File: config.mk
export PLATFORM = sky130hd
export DESIGN_NAME = cdl_tally
export DESIGN_NICKNAME = d
export VERILOG_FILES = /design/src/rtl/cdl_pkg.sv /design/src/rtl/cdl_tally.sv
export SDC_FILE = /design/constraint.sdc
export NUM_CORES = 1
export LEC_CHECK = 0
export BUFFER_PORTS_ARGS = -buffer_cell sky130_fd_sc_hd__buf_2
export CAP_MARGIN = 30
export CORE_MARGIN = 10
export CORE_UTILIZATION = 40
export DETAILED_ROUTE_END_ITERATION = 16
export PLACE_DENSITY = 0.71
export SETUP_SLACK_MARGIN = 0.2
export SYNTH_ARGS = -nofsm -noshare
export SYNTH_HDL_FRONTEND = slang
export SYNTH_SLANG_ARGS = --single-unit
File: constraint.sdc
create_clock -name clk -period 3 [get_ports clk]
set_input_delay 0.45 -clock clk [delete_from_list [all_inputs] [get_ports clk]]
set_output_delay 0.45 -clock clk [all_outputs]
set_load 0.02 [all_outputs]
File: src/rtl/cdl_pkg.sv
// shared types, constants and helpers for the cyclic dominance lattice block
// no dependencies; the other rtl files but cdl_ifs and cdl_chk take names from here by scope
package cdl_pkg;

  localparam int SIDE_DEFAULT = 16;
  localparam int RATE_W       = 16;
  localparam int COUNT_W      = 13;
  localparam int STEP_W       = 32;
  localparam int COUNT_MAX    = 8191;

  typedef logic [1:0] cdl_sp_t;

  localparam cdl_sp_t SP_A    = 2'd0;
  localparam cdl_sp_t SP_B    = 2'd1;
  localparam cdl_sp_t SP_C    = 2'd2;
  // also marks a site that has not been loaded since reset
  localparam cdl_sp_t SP_NONE = 2'd3;

  localparam logic KIND_LOAD    = 1'b0;
  localparam logic KIND_STEP    = 1'b1;
  localparam logic EV_SWAP      = 1'b0;
  localparam logic EV_PREDATION = 1'b1;

  localparam logic [2:0] DIR_POS_X = 3'd0;
  localparam logic [2:0] DIR_NEG_X = 3'd1;
  localparam logic [2:0] DIR_POS_Y = 3'd2;
  localparam logic [2:0] DIR_NEG_Y = 3'd3;
  localparam logic [2:0] DIR_POS_Z = 3'd4;
  localparam logic [2:0] DIR_NEG_Z = 3'd5;

  typedef enum logic [1:0] {
    REG_SWAP_RATE = 2'd0,
    REG_DEATH_A   = 2'd1,
    REG_DEATH_B   = 2'd2,
    REG_DEATH_C   = 2'd3
  } cdl_reg_t;

  typedef enum logic [2:0] {
    ST_IDLE,
    ST_READ_N,
    ST_EVAL,
    ST_WRITE_N,
    ST_LOAD,
    ST_RESULT,
    ST_CLEAR
  } cdl_state_t;

  // count update from the sequencer to the tally
  typedef struct packed {
    logic    step_en;
    logic    inc_en;
    cdl_sp_t inc_sp;
    logic    dec_en;
    cdl_sp_t dec_sp;
  } cdl_upd_t;

  typedef struct packed {
    logic [RATE_W-1:0]      swap_rate;
    logic [2:0][RATE_W-1:0] death_rate;
  } cdl_rates_t;

  typedef struct packed {
    logic [COUNT_W-1:0] count_a;
    logic [COUNT_W-1:0] count_b;
    logic [COUNT_W-1:0] count_c;
    logic [STEP_W-1:0]  step_count;
    logic               fills;
  } cdl_res_t;

  // code 3 folds onto a
  function automatic cdl_sp_t sp_mod3(input cdl_sp_t v);
    return (v == SP_NONE) ? SP_A : v;
  endfunction

  // the species that v eats
  function automatic cdl_sp_t sp_next(input cdl_sp_t v);
    return (v == SP_C) ? SP_A : cdl_sp_t'(v + 2'd1);
  endfunction

endpackage

File: src/rtl/cdl_tally.sv
// species counts, saturating step counter and the result fields built from them
// depends on cdl_pkg for the update and result structs
module cdl_tally #(
  parameter int  SIDE  = cdl_pkg::SIDE_DEFAULT,
  localparam int SITES = SIDE * SIDE * SIDE,
  localparam int CNT_W = $clog2(SITES + 1)
) (
  input  logic              clk,
  input  logic              rst,
  input  cdl_pkg::cdl_upd_t upd,
  output logic [2:0]        cnt_nz,
  output cdl_pkg::cdl_res_t res
);

  localparam int EW = (CNT_W > cdl_pkg::COUNT_W) ? CNT_W : cdl_pkg::COUNT_W;

  logic [2:0][CNT_W-1:0]        cnt;
  logic [cdl_pkg::STEP_W-1:0]   step;

  function automatic logic [cdl_pkg::COUNT_W-1:0] clamp(input logic [CNT_W-1:0] v);
    logic [EW-1:0] e;
    e = EW'(v);
    return (e > EW'(cdl_pkg::COUNT_MAX)) ? cdl_pkg::COUNT_W'(cdl_pkg::COUNT_MAX)
                                          : e[cdl_pkg::COUNT_W-1:0];
  endfunction

  always_ff @(posedge clk) begin
    if (rst) begin
      cnt  <= '0;
      step <= '0;
    end else begin
      for (int i = 0; i < 3; i++) begin
        cnt[i] <= cnt[i] + CNT_W'(upd.inc_en && upd.inc_sp == 2'(i))
                         - CNT_W'(upd.dec_en && upd.dec_sp == 2'(i));
      end
      if (upd.step_en && step != '1) begin
        step <= step + 1'b1;
      end
    end
  end

  always_comb begin
    for (int i = 0; i < 3; i++) begin
      cnt_nz[i] = (cnt[i] != '0);
    end
    res.count_a    = clamp(cnt[cdl_pkg::SP_A]);
    res.count_b    = clamp(cnt[cdl_pkg::SP_B]);
    res.count_c    = clamp(cnt[cdl_pkg::SP_C]);
    res.step_count = step;
    res.fills      = (cnt[cdl_pkg::SP_A] == CNT_W'(SITES))
                  || (cnt[cdl_pkg::SP_B] == CNT_W'(SITES))
                  || (cnt[cdl_pkg::SP_C] == CNT_W'(SITES));
  end

endmodule

# Word-level counts from Yosys, hierarchy flattened
# Cells that the tools add are included.
dict set report totals {
  ff_bits 71
  out_inout_bits 75
  input_bits 9
  elab_cells 39
}
dict set report op_classes {
  add_sub_neg 7
  n_reduce_logical 14
  mux 3
  n_lt_le_gt_ge 3
  eq_ne 8
}
# operator count
set ops {}
lappend ops {{adder 13 x 1 -> 13 bit} 3}
lappend ops {{equality test 13 bit, second input constant} 3}
lappend ops {{> comparator 13 bit, second input constant} 3}
lappend ops {{2-to-1 mux 13 bit} 3}
lappend ops {{nonzero test 13 bit} 3}
lappend ops {{subtractor 13 x 1 -> 13 bit} 3}
lappend ops {{adder 32 x 1 -> 32 bit, second input constant} 1}
lappend ops {{inequality test 32 bit, second input constant} 1}
lappend ops {{logical AND 1 bit} 7}
lappend ops {{equality test 2 x 1 -> 1 bit, second input constant} 2}
lappend ops {{equality test 2 bit, second input constant} 2}
lappend ops {{logical NOT 2 bit} 2}
lappend ops {{logical OR 1 bit} 2}

# Depth between registers and ports, before layout
dict set report depth {
  word_depth 4
  ltp_mapped 12
  mapped_depth_nobuf 12
}

# Worst setup path after synthesis
# Ideal clock, no wire load.
dict set report synth_path {
  path_kind {in2reg}
  start {input upd[3] in the netlist's numbering}
  end {register cnt[12] in the netlist's numbering}
  n_path_buf 0
  stages 12
  setup_slack_ps -100
  required_time_ps 2879
  arrival_ps 2979
  setup_time_ps 121
  path_cell_list {or3b_2 ha_1 inv_1 ha_1 inv_1 fa_1 nor2b_4 o311a_4 or4_4 a21oi_2 a21oi_2 mux2_4}
}
dict set report synth_via {
  elab_chain_cells 4
}
# item line_no
set synth_rtl {}
lappend synth_rtl {{start: declaration} cdl_tally.sv:10} ;# input cdl_pkg::cdl_upd_t upd,
lappend synth_rtl {{logical NOT 2 bit} cdl_tally.sv:33} ;# cnt[i] <= cnt[i] + CNT_W'(upd.inc_en && upd.inc_sp == 2'(i))
lappend synth_rtl {{logical AND 1 bit} cdl_tally.sv:33}
lappend synth_rtl {{adder 13 x 1 -> 13 bit} cdl_tally.sv:33}
lappend synth_rtl {{subtractor 13 x 1 -> 13 bit} cdl_tally.sv:34} ;# - CNT_W'(upd.dec_en && upd.dec_sp == 2'(i));
lappend synth_rtl {{end signal: indexed assignment} cdl_tally.sv:33}
lappend synth_rtl {{end: declaration} cdl_tally.sv:17} ;# logic [2:0][CNT_W-1:0] cnt;
# Every way passes these cells.
# A chain may end at the register's enable or synchronous reset.

# Worst setup path in the final report
# Ends and elaborated chain as after synthesis.

==> results.py <==
metrics = {
    "outcome": {
        "run_status": "completed",
    },
    "pwr": {
        "p_leak_nw": 3.14,
        "ir_drop_v": 0.000411,
        "finalPower_mw": 6.05,
        "power_density_nw_per_um2": 975,
    },
    "global_routing": {
        "grt_max_degree": 40,
        "grt_antenna_before_repair": 0,
        "grt_pass1_vias": 4311,
        "busiest_layer": "met2",
        "grtUsageTotal_pct": 13.3,
        "grt_overflow": 0,
        "use_met1_pct": 15.9,
        "grt_use_met3_pct": 4.92,
        "grt_pass1_wl_um": 20300,
        "grt.met2_usage_pct": 21.8,
    },
    "synth": {
        "syn_avg_cell_area_um2": 8.38,
        "yosys.cell_types.count": 61,
        "synth_edf_count": 0,
        "async_flop_share_pct": 0,
        "syn_nets": 717,
        "ys_seq_area_share_pct": 27.5,
        "syn_area_um2": 5170,
        "synth_top_area_share_pct": 27.5,
        "synthCells": 617,
        "synth.largest_area_cell": "dfxtp_1",
        "yosysWarnings": 0,
        "ys.flop_type": "dfxtp_1",
        "yosysMostFrequentCell": "ha_1",
        "synth_area_leaders": "dfxtp_1 (27%), ha_1 (21%), nor2_1 (6.2%)",
        "synth_commonest_cells": "ha_1 (88), nor2_1 (86), dfxtp_1 (71)",
        "synth-seq-cells": 71,
    },
    "final_layout": {
        "syn2layout_area_growth_pct": 20.1,
        "finalNonFillerCells": 886,
        "finalInstanceArea_um2": 6210,
        "antennaDiodeCount": 0,
        "post-route-util_pct": 49.2,
        "drive_above_1_share_pct": 19.2,
        "fin_nets": 809,
    },
    "worst_setup_path": {
        "cp-start-kind": "input port",
        "cp-end-kind": "register",
        "worstPathMaxFanout": 2,
        "worstPathArrival_ns": 3.01,
        "r2r_start": "cnt[2]$_SDFF_PP0_",
        "worstPathCellList": "buf_6 -> or3b_4 -> ha_4 -> inv_4 -> ha_4 -> inv_2 -> fa_2 -> nor2b_4 -> o311a_4 -> or4_4 -> a21oi_4 -> a21oi_2 -> mux2_4",
        "timing.rr.end": "cnt[12]$_SDFF_PP0_",
        "cp_common_cell": "ha_4",
        "crit_required_ns": 3.22,
        "critPathKind": "in2reg",
        "reg2reg_depth": 8,
        "critPathMaxStageDelay_ns": 0.45,
        "r2r_slack_ns": 0.63,
        "critPathSlowestCell": "or4_4",
    },
    "sta": {
        "worst_slew_pin_slew_ns": 0.749,
        "rsz0062_at_grt": "true",
        "finalHoldViolations": 0,
        "setup_slack_ns": 0.211,
        "slew_violations": 0,
        "maxSlewHeadroom_pct": 49.4,
        "min_period_ns": 2.79,
        "timing.fmax_mhz": 359,
        "setup_viol": 0,
        "min_period_over_period_pct": 93.0,
        "clock_skew_ns": 0.00485,
    },
    "job": {
        "max_cap_viol_count": 0,
    },
    "clock_network": {
        "numCtsBuffers": 9,
        "h-tree-depth": 3,
        "cts_buffer_depth": 2,
        "cts_tree": "yes",
        "clk_pin_slew_worst_paths_ns": 0.06,
        "cts.sinks": 71,
        "clk_latency_ns": 0.33,
        "cts_setup_buffers": 0,
        "cts_resized": 0,
        "hold_buffers": 0,
        "cts_root_buffer": "clkbuf_16",
    },
    "route": {
        "wl_per_cell_um": 13.2,
        "drc": 0,
        "wl_um": 11700,
        "ant_nets": 0,
        "avgViaCountPerCell": 4.88,
        "drt_first_pass_iters": 4,
        "vias": 4320,
        "drt_iter0_markers": 189,
    },
    "place": {
        "place_area_um2": 5850,
        "dp.cells": 870,
        "port_buffers": 83,
        "hpwl_um": 9190,
        "place_congestion": 0.844,
        "place_ws_ns": -0.157,
    },
    "die": {
        "die_x_um": 134,
        "ioPinCount": 84,
        "rows": 41,
        "die-area_um2": 17900,
        "start_util_pct": 41.0,
        "core_um2": 12600,
        "chipHeight_um": 134,
    },
    "min_path": {
        "min_path_type": "reg2reg",
        "hold_depth": 2,
        "worstHoldStart": "step[30]$_SDFFE_PP0P_",
        "min_to": "step[30]$_SDFFE_PP0P_",
    },
}
how the worst max path moves through the flow:
stage | from | end | slack (ns) | depth (start not counted)
after detailed placement | upd[3] | cnt[12]$_SDFF_PP0_ | -0.16 | 13
after global routing | upd[5] | cnt[12]$_SDFF_PP0_ | 0.15 | 13
after global placement | upd[3] | cnt[12]$_SDFF_PP0_ | -0.15 | 13
after floorplan | upd[3] | cnt[12]$_SDFF_PP0_ | 0.05 | 12
after CTS | upd[3] | cnt[12]$_SDFF_PP0_ | 0.19 | 13
final | upd[3] | cnt[12]$_SDFF_PP0_ | 0.21 | 13
placed cells by master, fill, tap and decap left out, drive strengths merged, types with 3 or more instances in the layout:
cell    Yosys  final
buf         5     99
ha         88     88
nor2       86     86
dfxtp      71     71
inv        54     54
nand2      51     51
xor2       34     34
nand4      20     20
a21oi      19     19
nand3      17     17
xnor2      17     17
o21ai      13     13
and3       12     12
nand2b     10     10
nor2b      10     10
and4        9      9
clkbuf     13      9
or3         7      7
a21o        6      6
nand3b      5      5
nor3        5      5
and2        5      5
o21bai      5      5
a31oi       5      5
and3b       4      4
or2         4      4
a211oi      4      4
nor4        3      3
mux2        3      3
fa          3      3
clkinv      0      3
per-layer routing:
metal	part of all wire, %	up-vias	wire [µm]
met1	47	1954	5540
met4	1.5	0	178
met2	45	85	5270
li1	-	2269	-
met5	0	-	0
met3	6.4	12	746
kinds of logic (layout without fill, tap and decap cells):
kind of cell	count (synthesis)	in the layout	share of synthesized area [%]
simple gates	258	258	25.4
fa+ha+maj	91	91	22.5
buf+inv	72	169	5.52
flops	71	71	27.5
compound gates	70	70	9.56
xor+xnor	51	51	8.64
mux	4	4	0.920
flip-flops by register name, summed over array words and instances, names as in the netlist:
| signal | cells |
|---|---|
| step | 32 |
| cnt | 39 |
metrics by stage:
stage               TNS (ns)  hold slack (ns)
floorplan                  0            0.563
global placement      -0.359            0.482
detailed placement    -0.424            0.494
CTS                        0            0.504
global route               0            0.536
finish                     0            0.500
layout make-up:
class                   instances  area [µm²]
clock buffers                   9         225
clock inverters                 7        97.6
fillers                      1207        6410
inverters                      54         205
multi-input cells             474        3500
flip-flops and latches         71        1420
well taps                     172         215
repair buffers                 99         546
where the power goes:
group,internal [mW],switching (mW),total [mW]
sequential,1.16,0.240,1.40
clock,0.728,0.416,1.14
combinational,1.59,1.92,3.51
total,3.48,2.57,6.05
worst max-delay path, delay by kind of cell:
family | cells | cell delay (ns)
compound gates | 3 | 0.54
fa+ha+maj | 3 | 0.66
buf+inv | 3 | 0.18
mux | 1 | 0.29
simple gates | 3 | 0.89
No activity file was read; power rests on OpenSTA's default activity.
