==> src/rtl/cdl_pkg.sv <==
// shared types, constants and helpers for the cyclic dominance lattice block
// no dependencies; the other rtl files but cdl_ifs and cdl_chk take names from here by scope
package cdl_pkg;

  localparam int SIDE_DEFAULT = 16;
  localparam int RATE_W       = 16;
  localparam int COUNT_W      = 13;
  localparam int STEP_W       = 32;
  localparam int COUNT_MAX    = 8191;

  typedef logic [1:0] cdl_sp_t;

  localparam cdl_sp_t SP_A    = 2'd0;
  localparam cdl_sp_t SP_B    = 2'd1;
  localparam cdl_sp_t SP_C    = 2'd2;
  // also marks a site that has not been loaded since reset
  localparam cdl_sp_t SP_NONE = 2'd3;

  localparam logic KIND_LOAD    = 1'b0;
  localparam logic KIND_STEP    = 1'b1;
  localparam logic EV_SWAP      = 1'b0;
  localparam logic EV_PREDATION = 1'b1;

  localparam logic [2:0] DIR_POS_X = 3'd0;
  localparam logic [2:0] DIR_NEG_X = 3'd1;
  localparam logic [2:0] DIR_POS_Y = 3'd2;
  localparam logic [2:0] DIR_NEG_Y = 3'd3;
  localparam logic [2:0] DIR_POS_Z = 3'd4;
  localparam logic [2:0] DIR_NEG_Z = 3'd5;

  typedef enum logic [1:0] {
    REG_SWAP_RATE = 2'd0,
    REG_DEATH_A   = 2'd1,
    REG_DEATH_B   = 2'd2,
    REG_DEATH_C   = 2'd3
  } cdl_reg_t;

  typedef enum logic [2:0] {
    ST_IDLE,
    ST_READ_N,
    ST_EVAL,
    ST_WRITE_N,
    ST_LOAD,
    ST_RESULT,
    ST_CLEAR
  } cdl_state_t;

  // count update from the sequencer to the tally
  typedef struct packed {
    logic    step_en;
    logic    inc_en;
    cdl_sp_t inc_sp;
    logic    dec_en;
    cdl_sp_t dec_sp;
  } cdl_upd_t;

  typedef struct packed {
    logic [RATE_W-1:0]      swap_rate;
    logic [2:0][RATE_W-1:0] death_rate;
  } cdl_rates_t;

  typedef struct packed {
    logic [COUNT_W-1:0] count_a;
    logic [COUNT_W-1:0] count_b;
    logic [COUNT_W-1:0] count_c;
    logic [STEP_W-1:0]  step_count;
    logic               fills;
  } cdl_res_t;

  // code 3 folds onto a
  function automatic cdl_sp_t sp_mod3(input cdl_sp_t v);
    return (v == SP_NONE) ? SP_A : v;
  endfunction

  // the species that v eats
  function automatic cdl_sp_t sp_next(input cdl_sp_t v);
    return (v == SP_C) ? SP_A : cdl_sp_t'(v + 2'd1);
  endfunction

endpackage

==> src/rtl/cdl_ifs.sv <==
// valid/ready channel interfaces for lattice commands and result items
// depends on nothing; field widths follow the block's item format
interface cdl_cmd_if;
  logic        valid;
  logic        ready;
  logic        kind;
  logic [3:0]  site_x;
  logic [3:0]  site_y;
  logic [3:0]  site_z;
  logic [1:0]  species;
  logic [2:0]  direction;
  logic        event_req;
  logic [15:0] rand_swap;
  logic [15:0] rand_death;

  modport source(output valid, kind, site_x, site_y, site_z, species, direction,
                 event_req, rand_swap, rand_death, input ready);
  modport sink(input valid, kind, site_x, site_y, site_z, species, direction,
               event_req, rand_swap, rand_death, output ready);
endinterface

interface cdl_rsp_if;
  logic        valid;
  logic        ready;
  logic [12:0] count_a;
  logic [12:0] count_b;
  logic [12:0] count_c;
  logic [31:0] step_count;
  logic        one_species_fills;

  modport source(output valid, count_a, count_b, count_c, step_count, one_species_fills,
                 input ready);
  modport sink(input valid, count_a, count_b, count_c, step_count, one_species_fills,
               output ready);
endinterface

==> src/rtl/cdl_seq.sv <==
// item sequencer: address generation, read-modify-write of the site memory,
// interaction decisions and the result register; depends on cdl_pkg, cdl_ifs
module cdl_seq #(
  parameter int  SIDE = cdl_pkg::SIDE_DEFAULT,
  localparam int CW   = $clog2(SIDE),
  localparam int AW   = $clog2(SIDE * SIDE * SIDE)
) (
  input  logic                clk,
  input  logic                rst,
  cdl_cmd_if.sink             cmd,
  cdl_rsp_if.source           rsp,
  input  cdl_pkg::cdl_rates_t rates,
  input  logic [2:0]          cnt_nz,
  input  cdl_pkg::cdl_res_t   res,
  output cdl_pkg::cdl_upd_t   upd,
  output logic                mem_we,
  output logic [AW-1:0]       mem_waddr,
  output cdl_pkg::cdl_sp_t    mem_wdata,
  output logic [AW-1:0]       mem_raddr,
  input  cdl_pkg::cdl_sp_t    mem_rdata
);

  cdl_pkg::cdl_state_t state, state_next;

  logic [CW-1:0]              x_q, y_q, z_q;
  logic [CW-1:0]              nx, ny, nz;
  cdl_pkg::cdl_sp_t           sp_q, me_q;
  logic [2:0]                 dir_q;
  logic                       ev_q;
  logic [cdl_pkg::RATE_W-1:0] rs_q, rd_q;
  logic [AW-1:0]              s_addr, cmd_addr, n_addr;
  logic [AW-1:0]              clr_addr;
  logic                       dir_ok;
  logic                       site_ok_q, pair_ok;
  cdl_pkg::cdl_sp_t           other, prey, pred;
  logic                       swap_ok, eat_ok, eaten_ok;
  logic                       rsp_valid, rsp_load;
  cdl_pkg::cdl_res_t          rsp_data;

  // coordinate modulo SIDE through a 16-entry constant table
  function automatic logic [CW-1:0] wrap(input logic [3:0] c);
    logic [CW-1:0] r;
    r = '0;
    for (int k = 0; k < 16; k++) begin
      if (c == 4'(k)) begin
        r = CW'(k % SIDE);
      end
    end
    return r;
  endfunction

  function automatic logic [AW-1:0] addr_of(input logic [CW-1:0] a, b, c);
    return AW'((AW'(a) * AW'(SIDE) + AW'(b)) * AW'(SIDE) + AW'(c));
  endfunction

  function automatic logic [CW-1:0] up(input logic [CW-1:0] c);
    return (c == CW'(SIDE - 1)) ? '0 : CW'(c + CW'(1));
  endfunction

  function automatic logic [CW-1:0] down(input logic [CW-1:0] c);
    return (c == '0) ? CW'(SIDE - 1) : CW'(c - CW'(1));
  endfunction

  assign cmd_addr = addr_of(wrap(cmd.site_x), wrap(cmd.site_y), wrap(cmd.site_z));

  always_comb begin
    nx     = x_q;
    ny     = y_q;
    nz     = z_q;
    dir_ok = 1'b1;
    unique case (dir_q)
      cdl_pkg::DIR_POS_X: nx = up(x_q);
      cdl_pkg::DIR_NEG_X: nx = down(x_q);
      cdl_pkg::DIR_POS_Y: ny = up(y_q);
      cdl_pkg::DIR_NEG_Y: ny = down(y_q);
      cdl_pkg::DIR_POS_Z: nz = up(z_q);
      cdl_pkg::DIR_NEG_Z: nz = down(z_q);
      default:            dir_ok = 1'b0;
    endcase
  end

  assign n_addr = addr_of(nx, ny, nz);

  // neighbour data arrives from memory in the eval cycle
  always_comb begin
    // an empty site on either side blocks any interaction
    pair_ok  = site_ok_q && mem_rdata != cdl_pkg::SP_NONE;
    other    = cdl_pkg::sp_mod3(mem_rdata);
    prey     = cdl_pkg::sp_next(me_q);
    pred     = cdl_pkg::sp_next(prey);
    swap_ok  = dir_ok && pair_ok && ev_q == cdl_pkg::EV_SWAP && other != me_q
            && rs_q <= rates.swap_rate;
    eat_ok   = dir_ok && pair_ok && ev_q == cdl_pkg::EV_PREDATION && other == prey
            && cnt_nz[prey] && rd_q <= rates.death_rate[prey];
    eaten_ok = dir_ok && pair_ok && ev_q == cdl_pkg::EV_PREDATION && other == pred
            && cnt_nz[me_q] && rd_q <= rates.death_rate[me_q];
  end

  always_ff @(posedge clk) begin
    if (rst) begin
      state <= cdl_pkg::ST_CLEAR;
    end else begin
      state <= state_next;
    end
  end

  // walks every site once after reset to mark it empty
  always_ff @(posedge clk) begin
    if (rst) begin
      clr_addr <= '0;
    end else if (state == cdl_pkg::ST_CLEAR) begin
      clr_addr <= clr_addr + AW'(1);
    end
  end

  always_comb begin
    state_next = state;
    mem_we     = 1'b0;
    mem_waddr  = s_addr;
    mem_wdata  = me_q;
    mem_raddr  = n_addr;
    upd        = '0;
    rsp_load   = 1'b0;
    unique case (state)
      cdl_pkg::ST_CLEAR: begin
        mem_we    = 1'b1;
        mem_waddr = clr_addr;
        mem_wdata = cdl_pkg::SP_NONE;
        if (clr_addr == AW'(SIDE * SIDE * SIDE - 1)) begin
          state_next = cdl_pkg::ST_IDLE;
        end
      end
      cdl_pkg::ST_IDLE: begin
        mem_raddr = cmd_addr;
        if (cmd.valid) begin
          state_next = (cmd.kind == cdl_pkg::KIND_LOAD) ? cdl_pkg::ST_LOAD
                                                        : cdl_pkg::ST_READ_N;
        end
      end
      cdl_pkg::ST_READ_N: begin
        state_next = cdl_pkg::ST_EVAL;
      end
      cdl_pkg::ST_EVAL: begin
        upd.step_en = 1'b1;
        state_next  = cdl_pkg::ST_RESULT;
        if (swap_ok) begin
          mem_we     = 1'b1;
          mem_wdata  = other;
          state_next = cdl_pkg::ST_WRITE_N;
        end else if (eat_ok) begin
          upd.dec_en = 1'b1;
          upd.dec_sp = prey;
          upd.inc_en = 1'b1;
          upd.inc_sp = me_q;
          state_next = cdl_pkg::ST_WRITE_N;
        end else if (eaten_ok) begin
          mem_we     = 1'b1;
          mem_wdata  = pred;
          upd.dec_en = 1'b1;
          upd.dec_sp = me_q;
          upd.inc_en = 1'b1;
          upd.inc_sp = pred;
        end
      end
      cdl_pkg::ST_WRITE_N: begin
        // the neighbour always takes the site's own species
        mem_we     = 1'b1;
        mem_waddr  = n_addr;
        state_next = cdl_pkg::ST_RESULT;
      end
      cdl_pkg::ST_LOAD: begin
        if (sp_q != cdl_pkg::SP_NONE) begin
          mem_we     = 1'b1;
          mem_wdata  = sp_q;
          upd.dec_en = (mem_rdata != cdl_pkg::SP_NONE)
                    && cnt_nz[cdl_pkg::sp_mod3(mem_rdata)];
          upd.dec_sp = cdl_pkg::sp_mod3(mem_rdata);
          upd.inc_en = 1'b1;
          upd.inc_sp = sp_q;
        end
        state_next = cdl_pkg::ST_RESULT;
      end
      cdl_pkg::ST_RESULT: begin
        if (!rsp_valid || rsp.ready) begin
          rsp_load   = 1'b1;
          state_next = cdl_pkg::ST_IDLE;
        end
      end
      default: state_next = cdl_pkg::ST_IDLE;
    endcase
  end

  always_ff @(posedge clk) begin
    if (state == cdl_pkg::ST_IDLE && cmd.valid) begin
      x_q    <= wrap(cmd.site_x);
      y_q    <= wrap(cmd.site_y);
      z_q    <= wrap(cmd.site_z);
      s_addr <= cmd_addr;
      sp_q   <= cmd.species;
      dir_q  <= cmd.direction;
      ev_q   <= cmd.event_req;
      rs_q   <= cmd.rand_swap;
      rd_q   <= cmd.rand_death;
    end
    if (state == cdl_pkg::ST_READ_N) begin
      me_q      <= cdl_pkg::sp_mod3(mem_rdata);
      site_ok_q <= (mem_rdata != cdl_pkg::SP_NONE);
    end
    if (rsp_load) begin
      rsp_data <= res;
    end
  end

  always_ff @(posedge clk) begin
    if (rst) begin
      rsp_valid <= 1'b0;
    end else if (rsp_load) begin
      rsp_valid <= 1'b1;
    end else if (rsp.ready) begin
      rsp_valid <= 1'b0;
    end
  end

  assign cmd.ready             = (state == cdl_pkg::ST_IDLE);
  assign rsp.valid             = rsp_valid;
  assign rsp.count_a           = rsp_data.count_a;
  assign rsp.count_b           = rsp_data.count_b;
  assign rsp.count_c           = rsp_data.count_c;
  assign rsp.step_count        = rsp_data.step_count;
  assign rsp.one_species_fills = rsp_data.fills;

endmodule

==> src/flat_wrapper.sv <==
// flat-port wrapper written by rule: the top's interface ports become plain ports
module cdl_seq_flat 
#(
  parameter int  SIDE = cdl_pkg::SIDE_DEFAULT,
  localparam int CW   = $clog2(SIDE),
  localparam int AW   = $clog2(SIDE * SIDE * SIDE)
)
  (clk, rst, rates, cnt_nz, res, upd, mem_we, mem_waddr, mem_wdata, mem_raddr, mem_rdata, cmd_valid, cmd_kind, cmd_site_x, cmd_site_y, cmd_site_z, cmd_species, cmd_direction, cmd_event_req, cmd_rand_swap, cmd_rand_death, cmd_ready, rsp_valid, rsp_count_a, rsp_count_b, rsp_count_c, rsp_step_count, rsp_one_species_fills, rsp_ready);
  cdl_cmd_if cmd_i ();
  cdl_rsp_if rsp_i ();
  input  logic clk;
  input  logic rst;
  input  cdl_pkg::cdl_rates_t rates;
  input  logic [2:0] cnt_nz;
  input  cdl_pkg::cdl_res_t res;
  output cdl_pkg::cdl_upd_t upd;
  output logic mem_we;
  output logic [AW-1:0] mem_waddr;
  output cdl_pkg::cdl_sp_t mem_wdata;
  output logic [AW-1:0] mem_raddr;
  input  cdl_pkg::cdl_sp_t mem_rdata;
  input wire logic [$bits(cmd_i.valid)-1:0] cmd_valid;
  input wire logic [$bits(cmd_i.kind)-1:0] cmd_kind;
  input wire logic [$bits(cmd_i.site_x)-1:0] cmd_site_x;
  input wire logic [$bits(cmd_i.site_y)-1:0] cmd_site_y;
  input wire logic [$bits(cmd_i.site_z)-1:0] cmd_site_z;
  input wire logic [$bits(cmd_i.species)-1:0] cmd_species;
  input wire logic [$bits(cmd_i.direction)-1:0] cmd_direction;
  input wire logic [$bits(cmd_i.event_req)-1:0] cmd_event_req;
  input wire logic [$bits(cmd_i.rand_swap)-1:0] cmd_rand_swap;
  input wire logic [$bits(cmd_i.rand_death)-1:0] cmd_rand_death;
  output wire logic [$bits(cmd_i.ready)-1:0] cmd_ready;
  output wire logic [$bits(rsp_i.valid)-1:0] rsp_valid;
  output wire logic [$bits(rsp_i.count_a)-1:0] rsp_count_a;
  output wire logic [$bits(rsp_i.count_b)-1:0] rsp_count_b;
  output wire logic [$bits(rsp_i.count_c)-1:0] rsp_count_c;
  output wire logic [$bits(rsp_i.step_count)-1:0] rsp_step_count;
  output wire logic [$bits(rsp_i.one_species_fills)-1:0] rsp_one_species_fills;
  input wire logic [$bits(rsp_i.ready)-1:0] rsp_ready;
  assign cmd_i.valid = cmd_valid;
  assign cmd_i.kind = cmd_kind;
  assign cmd_i.site_x = cmd_site_x;
  assign cmd_i.site_y = cmd_site_y;
  assign cmd_i.site_z = cmd_site_z;
  assign cmd_i.species = cmd_species;
  assign cmd_i.direction = cmd_direction;
  assign cmd_i.event_req = cmd_event_req;
  assign cmd_i.rand_swap = cmd_rand_swap;
  assign cmd_i.rand_death = cmd_rand_death;
  assign cmd_ready = cmd_i.ready;
  assign rsp_valid = rsp_i.valid;
  assign rsp_count_a = rsp_i.count_a;
  assign rsp_count_b = rsp_i.count_b;
  assign rsp_count_c = rsp_i.count_c;
  assign rsp_step_count = rsp_i.step_count;
  assign rsp_one_species_fills = rsp_i.one_species_fills;
  assign rsp_i.ready = rsp_ready;
  cdl_seq #(.SIDE(SIDE)) u_core (.clk(clk), .rst(rst), .cmd(cmd_i), .rsp(rsp_i), .rates(rates), .cnt_nz(cnt_nz), .res(res), .upd(upd), .mem_we(mem_we), .mem_waddr(mem_waddr), .mem_wdata(mem_wdata), .mem_raddr(mem_raddr), .mem_rdata(mem_rdata));
endmodule
==> config.mk <==
export PLATFORM = sky130hd
export DESIGN_NAME = cdl_seq_flat
export DESIGN_NICKNAME = d
export VERILOG_FILES = /design/src/rtl/cdl_pkg.sv /design/src/rtl/cdl_ifs.sv /design/src/rtl/cdl_seq.sv /design/src/flat_wrapper.sv
export SDC_FILE = /design/constraint.sdc
export NUM_CORES = 1
export LEC_CHECK = 0
export BUFFER_PORTS_ARGS = -buffer_cell sky130_fd_sc_hd__clkbuf_2
export CAP_MARGIN = 5
export CELL_PAD_IN_SITES_DETAIL_PLACEMENT = 1
export CELL_PAD_IN_SITES_GLOBAL_PLACEMENT = 2
export CORE_UTILIZATION = 30
export CTS_CLUSTER_SIZE = 30
export DETAILED_ROUTE_END_ITERATION = 8
export GPL_TIMING_DRIVEN = 0
export PLACE_DENSITY_LB_ADDON = 0.1
export SYNTH_ARGS = -nofsm -noshare
export SYNTH_HDL_FRONTEND = slang
export SYNTH_SLANG_ARGS = --single-unit
==> constraint.sdc <==
create_clock -name clk -period 5.6 [get_ports clk]
set_input_delay 1.68 -clock clk [delete_from_list [all_inputs] [get_ports clk]]
set_output_delay 1.68 -clock clk [all_outputs]
set_load 0.01 [all_outputs]
Yosys cells after proc, flatten, opt, wreduce, memory -nomap -nowiden
Cells that the tools add are included.

word-level totals
  bits in registers = 153
  latch bits = 0
  RAM bits = 0
  memory bits (read-only) = 0
  output and inout port bits = 108
  word-level logic and storage cells = 233
  memories kept = 0

cells by class
  $add $sub $neg = 13
  multipliers = 0
  divide/modulo/power cells = 0
  $lt $le $gt $ge = 6
  eq/ne operators = 71
  shift-type cells = 0
  muxes and demuxes = 97
  bitwise logic cells = 1
  reductions and logical operators = 26

operator list
  operator                                        count
  2-to-1 mux 4 bit                                36
  == test 4 bit (second input constant)           27
  binary-select mux 16 bit (select 2 bit)         2
  == test 4 x 3 -> 1 bit (second input constant)  12
  less-or-equal comparator 16 bit                 3
  2-to-1 mux 3 bit                                14
  2-to-1 mux 16 bit                               2
  adder 12 x 4 -> 12 bit                          2
  == test 4 x 2 -> 1 bit (second input constant)  6
  2-to-1 mux 6 bit                                4
  one-hot mux 12 bit (2 select lines)             1
  one-hot mux 4 bit (2 select lines)              3
  2-to-1 mux 2 bit                                11
  one-hot mux 3 bit (6 select lines)              1
  adder 8 x 4 -> 8 bit                            2
  2-to-1 mux 1 bit                                16
  == test 3 bit (second input constant)           5
  logical AND 1 bit                               14
  adder 12 x 1 -> 12 bit (second input constant)  1
  adder 4 x 1 -> 4 bit (second input constant)    3
  == test 12 bit (second input constant)          1
  == test 3 x 2 -> 1 bit (second input constant)  4
  == test 4 x 1 -> 1 bit (second input constant)  3
  zero test 4 bit                                 3
  22 further kinds                                38

Depth between registers and ports, before layout
  word-level depth = 19
  depth in mapped cells = 14
  mapped depth without buffers = 12

Worst setup path after synthesis
Ideal clock, no wire load.

  path type = input -> register
  from = in rsp_ready
  to = reg u_core.rsp_data (netlist bit u_core.rsp.count_a[0]) (enable)
  setup time = 502 ps
  arrival = 4749 ps
  required time = 5098 ps
  slack = 348 ps
  stages = 2
  buffers on the path = 0
  cell sequence = nor2b_1 > nor2_1

on the way
  word-level cells in the longest chain between the ends = 3

RTL lines
  what                  RTL line            RTL
  from (decl)           flat_wrapper.sv:39  input wire logic [$bits(rsp_i.ready)-1:0] rsp_ready;
  logical OR 1 bit      cdl_seq.sv:184      if (!rsp_valid || rsp.ready) begin
  2-to-1 mux 1 bit      cdl_seq.sv:184
  2-to-1 mux 1 bit      cdl_seq.sv:124      unique case (state)
  via u_core.rsp_load   cdl_seq.sv:37       logic rsp_valid, rsp_load;
  to (signal assigned)  cdl_seq.sv:210      rsp_data <= res;
  to (decl)             cdl_seq.sv:38       cdl_pkg::cdl_res_t rsp_data;

The timed path passes the listed nets, and every way through them passes these cells.
A chain may end at the register's enable or synchronous reset.

Worst setup path in the final report
  from = in rates[10] (netlist bit)
  to = out mem_wdata[1]

on the way
  word-level cells in the longest chain between the ends = 8

RTL lines
  what                                     RTL line            RTL
  from (decl)                              flat_wrapper.sv:13  input cdl_pkg::cdl_rates_t rates;
  binary-select mux 16 bit (select 2 bit)  cdl_seq.sv:96       && cnt_nz[me_q] && rd_q <= rates.death_rate[me_q];
  2-to-1 mux 16 bit (not written as such)  cdl_seq.sv:96
  less-or-equal comparator 16 bit          cdl_seq.sv:96
  logical AND 1 bit                        cdl_seq.sv:96
  2-to-1 mux 2 bit                         cdl_seq.sv:156      end else if (eaten_ok) begin
  2-to-1 mux 2 bit *                       cdl_seq.sv:150      end else if (eat_ok) begin
  2-to-1 mux 2 bit *                       cdl_seq.sv:146      if (swap_ok) begin
  one-hot mux 2 bit (3 select lines) *     cdl_seq.sv:124
  to (decl)                                flat_wrapper.sv:19  output cdl_pkg::cdl_sp_t mem_wdata;

Every way passes the cells marked *; elsewhere a longest branch is shown, timed or not. The select of a mux whose other input is x is not followed.

==> results.cfg <==
[status]
status = finished, violations left
violations = setup timing

[pwr]
vdd_ir_drop_max_mv = 0.200
powerDensity_nw_per_um2 = 338
power_leakage_uw = 0.00471

[global_route]
grt_antenna_before_repair = 0
grt_max_degree = 34
grtUsageTotal_pct = 20.3
overflow = 0
first_global_vias = 7363
grt_first_pass_wirelength_um = 41200

[drt]
firstDrtPassIters = 4
top_layer_used = met4
avgViaCountPerCell = 4.91
wire_per_inst_um = 18.9
drtIter0Drc = 302
vias = 7060
routed_wirelength_um = 27200
met1_length_um = 12000
final_antenna_net_count = 0
route.detailed.drc = 0
wl_met3_um = 1270
wl_met2_um = 13500

[worst_setup_path]
cp-start-kind = input port
crit_path_top_delay_cell = a2111o_1
reg2reg_to = u_core.state[2]$_SDFFE_PP1P_
worst-endpoint-required_ns = 3.92
r2r_cells = 14
path_max_fanout = 3
path_cells = clkbuf_2, mux2i_1, nor2_1, a21oi_2, ha_1, nand4_1, buf_4, a2111o_1, nand3_2, nand2_1, nor4b_1, o41ai_2, buf_2
setup.worst_path.end_class = primary output
critPathBufInv = 3
r2r_start = u_core.me_q[1]$_DFFE_PN_
path_class = input port to primary output
slowest_delay_ns = 0.34
cp.arrival_ns = 3.95
rrSetupSlack_ns = 2.15
critical-path-top-delay-family = simple AND/OR/NAND/NOR gates

[synth]
synth_seq_cells = 141
ys_types = 63
synthArstFlopShare_pct = 0
yosys.area.top_type = edfxtp_1
ys.warnings.count = 0
synthCells = 759
synth_edf_count = 125
syn_nets = 1010
synth_top_area_share_pct = 47.2
synth_area_leaders = edfxtp_1, ha_1, a21oi_1
synth_area_per_cell_sq_um = 10.5
ys_seq_area_share_pct = 51.3
syn_area_sq_um = 7950
synth_ff_type = edfxtp_1

[floorplan]
initial_core_util_pct = 30.5
die_y_um = 165
ios = 304
die_w_um = 165
num_rows = 59
core-area_sq_um = 26100
dieArea_sq_um = 27200

[timing]
layout_setup_ws_ns = -0.0267
clock_skew_ns = 0.0149
slew_headroom_pct = 59.2
max_slew.worst_pin.slew_ns = 0.613
rsz0062_at_grt = true
timing.fmax_ghz = 0.178
hold_viol_final = 0
finalSetupViolCount = 3
hold_ws_ns = 0.515
post-route-period-util_pct = 100
min_period_ns = 5.63
drv_slew = 0

[placed_design]
pre_cts_ws_ns = -0.219
dp.cells = 1400
routabilityCongestion = 0.810
hpwl_um = 21300
place.port_buffers = 303

[clock_network]
insertion_delay_ns = 0.43
clock_path_buffers = 2
cts.clk_slew.worst_paths_ns = 0.07
root_buffer = clkbuf_16
cts.sinks = 141
tritoncts = done
numCtsBuffers = 17
htreeDepth = 4

[layout]
synthToLayoutAreaGrowth_pct = 34.9
stdcell_count = 1437
final_nets = 1340
drive_gt1_share_pct = 35.3
diodes = 0
final_util_pct = 41.1

[min_path]
hp-start = u_core.clr_addr[9]$_SDFFE_PP0N_
hold_path.class = flop to flop
hold-path-endpoint = u_core.clr_addr[9]$_SDFFE_PP0N_
min_path_cells = 2

[run]
max_cap_viol_count = 0
==> repair_timing <==
| item | CTS | global route |
|---|---|---|
| gates resized for setup | 17 | 32 |
| pin swaps | 10 | 18 |
| hold buffers | 0 | 0 |
| endpoints found under the setup margin | 9 | 9 |
| setup buffers | 1 | 4 |
==> flip-flops by register name, indices dropped and copies added (netlist names) <==
signal / cells
u_core.rsp.count_b: 13
u_core.clr_addr: 12
u_core.rsp.one_species_fills: 1
u_core.rs_q: 16
u_core.rd_q: 16
u_core.rsp.valid: 1
u_core.x_q: 4
u_core.sp_q: 2
u_core.site_ok_q: 1
u_core.rsp.count_c: 13
u_core.ev_q: 1
u_core.s_addr: 8
u_core.rsp.count_a: 13
u_core.rsp.step_count: 32
u_core.state: 3
u_core.me_q: 2
u_core.dir_q: 3
==> cell families after synthesis <==
group	share of synthesized area (%)
xor+xnor	1.76
buf+inv	4.38
compound gates	16.3
mux	4.91
simple gates	12.8
flops	51.3
fa+ha+maj	8.66
==> power by group <==
group / total (uW) / internal, uW / switching (uW)
Clock: 1130 / 593 / 540
Combinational: 1200 / 457 / 740
Sequential: 1290 / 1250 / 42.6
Total: 3620 / 2300 / 1320
==> cell type report <==
cell class	instances	area (sq um)
Sequential cell	141	4070
Tap cell	335	419
Buffer	49	219
Multi-Input combinational cell	532	3610
Fill cell	3066	15300
Clock buffer	18	429
Timing Repair Buffer	311	1680
Inverter	37	141
Clock inverter	14	140
==> cells in the mapped netlist, types with 5 or more instances <==
cell type  count
nor2b_1        7
dfxtp_1       16
nand2_1       59
nand4_1       20
a21oi_1      101
and3_1         5
inv_1         35
xor2_1         9
a21o_1         7
edfxtp_1     125
nand3_1        9
o211ai_1       6
nor2_1        83
o22ai_1       21
a22o_1         5
mux2i_1       39
xnor2_1        7
ha_1          55
clkbuf_1      33
buf_1          5
o21ai_0       26
a211oi_1       9
buf_2          9
==> how the worst max path moves through the flow <==
stage	startpoint	to	slack [ns]	cells past startpoint
after floorplan	rsp_ready	u_core.rsp.count_a[0]$_DFFE_PP_	0.35	2
after global placement	rsp_ready	u_core.rsp.step_count[25]$_DFFE_PP_	-1.06	3
after detailed placement	rates[42]	upd[0]	-0.22	13
after CTS	rates[23]	upd[0]	-0.02	13
after global routing	rates[23]	upd[0]	-0.15	13
final	rates[10]	mem_wdata[1]	-0.03	13
==> worst min-delay path: stages (launching register included) <==
cell     delay [ns]
dfxtp_1        0.33
o21ai_0        0.08
a21oi_1        0.06
==> cell usage in the layout (no fill, tap or decap), types with 3 or more instances in the layout <==
cell       count
xnor2_1        7
nand2b_1       4
nand4_1       20
o211ai_1       6
clkbuf_1      30
o21ai_0       24
inv_6          4
buf_4          7
nor2_1        81
inv_8          5
or3_1          4
a21oi_1       96
buf_6         11
o22a_1         4
xor2_1         9
nand3_2        4
or4_1          3
ha_1          55
and3_1         5
clkbuf_2     295
a21o_1         7
nand3_1        5
a21oi_2        5
inv_1         35
nor2b_1        7
nand2_1       59
dfxtp_1       16
o21ai_1        5
nor4_1         3
a211oi_1       9
o22ai_1       20
buf_1          3
edfxtp_1     125
buf_2         11
clkbuf_16     17
mux2i_1       39
a22o_1         5
==> per-stage QoR <==
step                area, sq um  setup TNS, ns  total power [uW]
floorplan                  7950              0              1990
global placement           9880         -77.63              2480
detailed placement         9960          -1.52              2490
CTS                       10600        -0.0235              3640
global route              10700          -1.01              3830
finish                    10700        -0.0488              3620
==> per-layer routing <==
layer  GRT usage [%]  vias to the layer above
met3            3.72                       25
met5               0                        -
li1                -                     3478
met1            25.7                     3371
met2            35.1                      186
met4            5.42                        0
Note: power is estimated with default switching activity, not from simulation.
